===== src/sv/fbfl_pkg.sv =====
`default_nettype none
// ----------------------------------------------------------------------------
// fbfl_pkg
// Shared types and constants of the fixed-block free-list allocator.
// ----------------------------------------------------------------------------
package fbfl_pkg;

    localparam int MAX_BLOCKS = 65536;
    localparam int ALIGN      = 16;
    localparam int MIN_BLOCK  = 8;

    localparam int HANDLE_W   = 16;
    localparam int LINK_DEPTH = 1 << HANDLE_W;
    localparam int CARVE_W    = $clog2(MAX_BLOCKS + 1);
    localparam int BB_W       = 13;
    localparam int BPC_W      = 17;
    localparam int CHUNK_W    = 17;
    localparam int CNT_W      = 32;
    localparam int CFG_W      = 17;
    localparam int ALIGN_SH   = $clog2(ALIGN);
    localparam int SIZE_MAX   = (1 << BB_W) - 1;

    localparam logic [BB_W-1:0]  BB_RESET  = BB_W'(64);
    localparam logic [BPC_W-1:0] BPC_RESET = BPC_W'(8192);

    localparam logic ACT_ALLOC   = 1'b0;
    localparam logic ACT_RELEASE = 1'b1;

    localparam logic [1:0] ST_OK      = 2'd0;
    localparam logic [1:0] ST_EXHAUST = 2'd1;
    localparam logic [1:0] ST_NULL    = 2'd2;

    localparam logic CFG_BLOCK_BYTES      = 1'b0;
    localparam logic CFG_BLOCKS_PER_CHUNK = 1'b1;

    typedef struct packed {
        logic                action;
        logic                handle_valid;
        logic [HANDLE_W-1:0] release_handle;
    } t_req;

    typedef struct packed {
        logic [HANDLE_W-1:0] granted_handle;
        logic [1:0]          status;
        logic [CNT_W-1:0]    alloc_total;
        logic [CNT_W-1:0]    free_total;
        logic [CHUNK_W-1:0]  chunk_total;
        logic [BB_W-1:0]     aligned_block_bytes;
    } t_rsp;

    typedef struct packed {
        logic [HANDLE_W-1:0] link;
        logic                last;
    } t_link;

    typedef struct packed {
        logic                we;
        logic [HANDLE_W-1:0] addr;
        t_link               wdata;
    } t_ram_req;

endpackage
`default_nettype wire


===== src/sv/fbfl_ctrl.sv =====
`default_nettype none
// ----------------------------------------------------------------------------
// fbfl_ctrl
// Free-list sequencer: push, pop and chunk carving over the link memory.
// ----------------------------------------------------------------------------
module fbfl_ctrl
    import fbfl_pkg::*;
(
    input  wire logic              i_clk,
    input  wire logic              i_rst_n,
    input  wire logic              i_start,
    input  wire t_req              i_req,
    input  wire logic [BPC_W-1:0]  i_bpc,
    input  wire logic [BB_W-1:0]   i_aligned,
    input  wire logic              i_slot_free,
    input  wire t_link             i_rdata,
    output t_ram_req               o_ram,
    output logic                   o_idle,
    output logic                   o_done,
    output t_rsp                   o_rsp
);

    typedef enum logic [5:0] {
        S_IDLE  = 6'b000001,
        S_EXEC  = 6'b000010,
        S_CARVE = 6'b000100,
        S_RD    = 6'b001000,
        S_POP   = 6'b010000,
        S_DONE  = 6'b100000
    } t_state;

    t_state               r_state,   n_state;
    t_req                 r_req,     n_req;
    logic [HANDLE_W-1:0]  r_head,    n_head;
    logic                 r_empty,   n_empty;
    logic [CARVE_W-1:0]   r_carved,  n_carved;
    logic [CHUNK_W-1:0]   r_chunk,   n_chunk;
    logic [CNT_W-1:0]     r_alloc,   n_alloc;
    logic [CNT_W-1:0]     r_free,    n_free;
    logic [CARVE_W-1:0]   r_addr,    n_addr;
    logic [CARVE_W-1:0]   r_last,    n_last;
    logic [HANDLE_W-1:0]  r_granted, n_granted;
    logic [1:0]           r_status,  n_status;

    logic [BPC_W-1:0]     w_n;
    logic [CARVE_W:0]     w_need;
    logic [CARVE_W-1:0]   w_addr_inc;

    assign w_n        = (i_bpc == '0) ? BPC_W'(1) : i_bpc;
    assign w_need     = (CARVE_W+1)'(r_carved) + (CARVE_W+1)'(w_n);
    assign w_addr_inc = r_addr + CARVE_W'(1);

    always_comb begin
        n_state   = r_state;
        n_req     = r_req;
        n_head    = r_head;
        n_empty   = r_empty;
        n_carved  = r_carved;
        n_chunk   = r_chunk;
        n_alloc   = r_alloc;
        n_free    = r_free;
        n_addr    = r_addr;
        n_last    = r_last;
        n_granted = r_granted;
        n_status  = r_status;
        o_ram       = '0;
        o_ram.addr  = r_head;
        unique case (r_state)
            S_IDLE: begin
                if (i_start) begin
                    n_req   = i_req;
                    n_state = S_EXEC;
                end
            end
            S_EXEC: begin
                n_granted = '0;
                n_status  = ST_OK;
                if (r_req.action == ACT_RELEASE) begin
                    if (r_req.handle_valid) begin
                        o_ram.we    = 1'b1;
                        o_ram.addr  = r_req.release_handle;
                        o_ram.wdata = '{link: r_head, last: r_empty};
                        n_head      = r_req.release_handle;
                        n_empty     = 1'b0;
                        n_free      = r_free + CNT_W'(1);
                    end else begin
                        n_status = ST_NULL;
                    end
                    n_state = S_DONE;
                end else if (!r_empty) begin
                    n_state = S_POP;
                end else if (w_need > (CARVE_W+1)'(MAX_BLOCKS)) begin
                    n_status = ST_EXHAUST;
                    n_state  = S_DONE;
                end else begin
                    n_addr  = r_carved;
                    n_last  = CARVE_W'(w_need - (CARVE_W+1)'(1));
                    n_state = S_CARVE;
                end
            end
            S_CARVE: begin
                o_ram.we    = 1'b1;
                o_ram.addr  = r_addr[HANDLE_W-1:0];
                o_ram.wdata = '{link: r_head, last: r_empty};
                n_head      = r_addr[HANDLE_W-1:0];
                n_empty     = 1'b0;
                n_addr      = w_addr_inc;
                if (r_addr == r_last) begin
                    n_carved = w_addr_inc;
                    n_chunk  = r_chunk + CHUNK_W'(1);
                    n_state  = S_RD;
                end
            end
            S_RD: begin
                n_state = S_POP;
            end
            S_POP: begin
                n_granted = r_head;
                n_head    = i_rdata.link;
                n_empty   = i_rdata.last;
                n_alloc   = r_alloc + CNT_W'(1);
                n_state   = S_DONE;
            end
            S_DONE: begin
                if (i_slot_free) begin
                    n_state = S_IDLE;
                end
            end
            default: begin
                n_state = S_IDLE;
            end
        endcase
    end

    always_ff @(posedge i_clk) begin
        if (!i_rst_n) begin
            r_state  <= S_IDLE;
            r_head   <= '0;
            r_empty  <= 1'b1;
            r_carved <= '0;
            r_chunk  <= '0;
            r_alloc  <= '0;
            r_free   <= '0;
        end else begin
            r_state  <= n_state;
            r_head   <= n_head;
            r_empty  <= n_empty;
            r_carved <= n_carved;
            r_chunk  <= n_chunk;
            r_alloc  <= n_alloc;
            r_free   <= n_free;
        end
    end

    always_ff @(posedge i_clk) begin
        r_req     <= n_req;
        r_addr    <= n_addr;
        r_last    <= n_last;
        r_granted <= n_granted;
        r_status  <= n_status;
    end

    assign o_idle = (r_state == S_IDLE);
    assign o_done = (r_state == S_DONE) && i_slot_free;

    always_comb begin
        o_rsp.granted_handle      = r_granted;
        o_rsp.status              = r_status;
        o_rsp.alloc_total         = r_alloc;
        o_rsp.free_total          = r_free;
        o_rsp.chunk_total         = r_chunk;
        o_rsp.aligned_block_bytes = i_aligned;
    end

    a_carve_in_range: assert property (@(posedge i_clk) disable iff (!i_rst_n)
        (r_state == S_CARVE) |-> (r_addr <= r_last))
        else $error("carve address past chunk end");

    a_list_after_carve: assert property (@(posedge i_clk) disable iff (!i_rst_n)
        (r_state == S_RD) |-> !r_empty)
        else $error("list empty after carve");

    a_pop_counts: assert property (@(posedge i_clk) disable iff (!i_rst_n)
        (r_state == S_POP) |=> (r_alloc == $past(r_alloc) + CNT_W'(1)))
        else $error("pop without allocation count");

    a_fail_no_grant: assert property (@(posedge i_clk) disable iff (!i_rst_n)
        (o_done && r_status != ST_OK) |-> (r_granted == '0))
        else $error("handle granted on failed request");

    a_carved_bound: assert property (@(posedge i_clk) disable iff (!i_rst_n)
        r_carved <= CARVE_W'(MAX_BLOCKS))
        else $error("carved count beyond capacity");

endmodule
`default_nettype wire


===== config.mk =====
export PLATFORM = sky130hd
export DESIGN_NAME = fbfl_ctrl
export DESIGN_NICKNAME = d
export VERILOG_FILES = /design/src/sv/fbfl_pkg.sv /design/src/sv/fbfl_ctrl.sv
export SDC_FILE = /design/constraint.sdc
export NUM_CORES = 1
export LEC_CHECK = 0
export ABC_AREA = 0
export BUFFER_PORTS_ARGS = -buffer_cell sky130_fd_sc_hd__buf_2
export CAP_MARGIN = 20
export CORE_UTILIZATION = 30
export DETAILED_ROUTE_END_ITERATION = 8
export GPL_ROUTABILITY_DRIVEN = 1
export HOLD_SLACK_MARGIN = 0.12
export PLACE_DENSITY = 0.51
export SYNTH_ARGS = -nofsm -noshare
export SYNTH_HDL_FRONTEND = slang
export SYNTH_SLANG_ARGS = --single-unit

===== constraint.sdc =====
create_clock -name i_clk -period 4.15 [get_ports i_clk]
set_input_delay 0.415 -clock i_clk [delete_from_list [all_inputs] [get_ports i_clk]]
set_output_delay 0.415 -clock i_clk [all_outputs]
set_load 0.02 [all_outputs]

==> impl_metrics.yaml <==
run_status:
  status: "completed"
sta:
  setup_viol: 0
  timing.final.crit_share_pct: 92.3
  clock_skew_ps: 12.1
  max_freq_mhz: 261
  rsz0062_at_grt: "false"
  max_slew.worst_pin.slew_ps: 1010
  period_needed_ps: 3830
  slew_violations: 0
  hold_viol_final: 0
  max_slew_margin_pct: 32.8
critical_path:
  critical_path.top_delay_family: "compound AO/OA/AOI/OAI gates"
  crit_arrival_ps: 3970
  path_max_fanout: 17
  path_buf_inv: 4
  critPathMaxStageDelay_ps: 380
  setup.worst_path.end_class: "flip-flop"
  crit_path_start: "i_bpc[10]"
  cp-start-kind: "primary input"
  cp.required_ps: 4290
  r2r-start: "r_carved[4]$_SDFFE_PN0P_"
  crit_type: "primary input to flip-flop"
  critical_path.cell_chain: "buf_2 > nor4_2 > buf_4 > nand4_1 > o41ai_2 > ha_1 > inv_1 > fa_1 > nor2b_1 > o2111ai_1 > a21oi_1 > o21a_1 > o22ai_1 > nor4_2 > a21oi_1 > o21ai_2 > buf_12"
  cpMaxStageDelayCell: "fa_1"
logic_synthesis:
  post_synth.cell_area_avg_um2: 9.34
  yosys.area.top_type: "dfxtp_1"
  synth_nets: 1156
  syn_inst: 1063
  ys_seq_area_share_pct: 45.5
  yosysWarnings: 0
  synth_top_area_share_pct: 24.4
  synth_common_cells: "nor2_1, dfxtp_1, nand2_1, edfxtp_1, xor2_1"
  synthesis.area_um2: 9930
  async_flop_share_pct: 0
  yosysUniqueCellTypes: 69
  synth_seq_cells: 191
  synth_most_common_cell: "nor2_1"
  synth_edf_count: 70
  synth.area.top_cells: "dfxtp_1, edfxtp_1, xor2_1, nor2_1, xnor2_1"
  synth_top_flop_cell: "dfxtp_1"
route:
  routed_wl_um: 27500
  firstDrtPassIters: 4
  drc: 0
  ant_nets: 0
  wl_per_cell_um: 16.3
  vias: 8237
  vias_per_cell: 4.86
  drtIter0Drc: 461
power:
  pwr-share-clk_pct: 43.2
  power.internal_uw: 3030
  p_per_area_nw_per_um2: 329
  combPwrFrac_pct: 6.5
  peakVddDrop_mv: 0.252
  p_switching_uw: 936
  switching_share_pct: 23.6
  cellLeakagePower_uw: 0.00488
  seqPwrFrac_pct: 50.3
clocking:
  clk_latency_ps: 430
  cts_tree: "yes"
  h-tree-depth: 4
  cts-root-buf: "clkbuf_16"
  cts_setup_buffers: 0
  numCtsBuffers: 17
  postCtsResizedCells: 0
  cts_hold_buf: 0
  clock_sinks: 191
  clkTransAtPathRegs_ps: 80
  cts_buffer_depth: 2
floorplan:
  row_count: 66
  dieArea_um2: 33800
  core_um2: 32500
  die-width_um: 184
  die_y_um: 184
  initial_utilization_pct: 30.5
  ios: 217
placement:
  dp_hpwl_um: 20700
  dp_cells: 1661
  portBuffers: 190
  gp_congestion: 0.810
run:
  drv_cap: 0
finish:
  nets: 1331
  finish.utilization_pct: 37.0
  fin_cells: 1694
  synthToLayoutAreaGrowth_pct: 21.4
  layout-drive-gt1-share_pct: 23.0
  fillerInstances: 3385
grt:
  grt_usage_pct: 16.3
  grt_pass1_vias: 7664
  met1_usage_pct: 23.0
  grtUsageMet3_pct: 3.07
  grt_use_met2_pct: 25.1
  grt_max_degree: 45
  antenna_found_initial: 2
  busiest_layer: "met2"
  grt_pass1_wl_um: 42800
  grt.overflow.total: 0
min_path:
  hp-start: "i_req[13]"
  hp-class: "primary input to flip-flop"
-- through the flow --
stage	setup slack (ps)	setup TNS (ps)	hold slack, ps	total power (uW)	cell area, um^2
after floorplan	156	0	487	2210	9940
after global placement	-269	-8900	471	2300	11400
after global routing	6.22	0	131	4120	12100
after detailed placement	-377	-13760	484	2300	11400
final	320	0	156	3970	12100
after CTS	72.7	0	138	4020	12000
-- sequential cells by signal, indices dropped and copies added, names as in the netlist --
name / count
r_alloc: 32
r_free: 32
r_req: 18
r_addr: 17
r_carved: 17
r_chunk: 17
r_last: 17
r_granted: 16
r_head: 16
r_state: 6
r_status: 2
r_empty: 1
-- path summary, 6_finish.rpt --
path	cells past startpoint	slack, ps	to
worst max-delay path	17	320	r_addr[13]$_DFFE_PP_
worst min register to register	2	490	r_chunk[5]$_SDFFE_PN0P_
worst min-delay path	1	160	r_req[13]$_DFFE_PP_
worst max register to register	10	840	r_addr[13]$_DFFE_PP_
-- power groups by stage --
stage | clock, uW | combinational, uW | sequential (uW)
floorplan | 0 | 178 | 2030
global placement | 0 | 259 | 2040
detailed placement | 0 | 259 | 2040
CTS | 1770 | 260 | 1990
global route | 1840 | 284 | 2000
finish | 1720 | 258 | 2000
-- cell usage in the layout (no fill, tap or decap), drive strengths merged, types with 9 or more instances in the layout --
| cell | netlist | routed |
|---|---|---|
| nand4 | 18 | 18 |
| or3 | 24 | 24 |
| a221o | 16 | 16 |
| xnor2 | 47 | 47 |
| buf | 23 | 230 |
| ha | 23 | 23 |
| nor3 | 23 | 23 |
| dfxtp | 121 | 121 |
| nor2 | 131 | 131 |
| o21ai | 46 | 46 |
| a21oi | 42 | 42 |
| xor2 | 66 | 66 |
| nor4 | 13 | 13 |
| a221oi | 17 | 17 |
| edfxtp | 70 | 70 |
| clkbuf | 51 | 18 |
| nand3 | 40 | 40 |
| inv | 19 | 24 |
| and3 | 39 | 39 |
| and2 | 29 | 29 |
| a21o | 9 | 9 |
| nor2b | 19 | 19 |
| a211oi | 34 | 34 |
| nand2 | 80 | 80 |
-- logic make-up (layout without fill, tap and decap cells) --
group	after synthesis	after routing	share of synthesized area (%)
AOI/OAI and AO/OA	192	192	13.1
xor gates and xnor gates	113	113	9.96
adders and majority gates	24	24	3.10
buffers and inverters	94	282	4.32
DFF	191	191	45.5
muxes	7	7	0.705
other	0	1	0
and+or+nand+nor	442	442	23.2
-- layout make-up --
cell class	count	area, um^2	share of cell area, %
clock buffer	18	429	3.56
tap	442	553	4.59
sequential	191	4520	37.5
multi-input combinational	778	5010	41.6
antenna	1	2.50	0.0208
clock inverter	14	181	1.51
timing repair buffer	230	1280	10.6
inverter	20	76.3	0.633
-- layer usage --
metal  share of wire [%]  up-vias  wire length (um)
met1                  50     3888             13700
li1                    -     4141                 -
met4                 1.0        2               288
met2                  44      188             12200
met5               0.062        -                17
met3                 4.8       18              1310
Power figures use the tool's default switching activity.
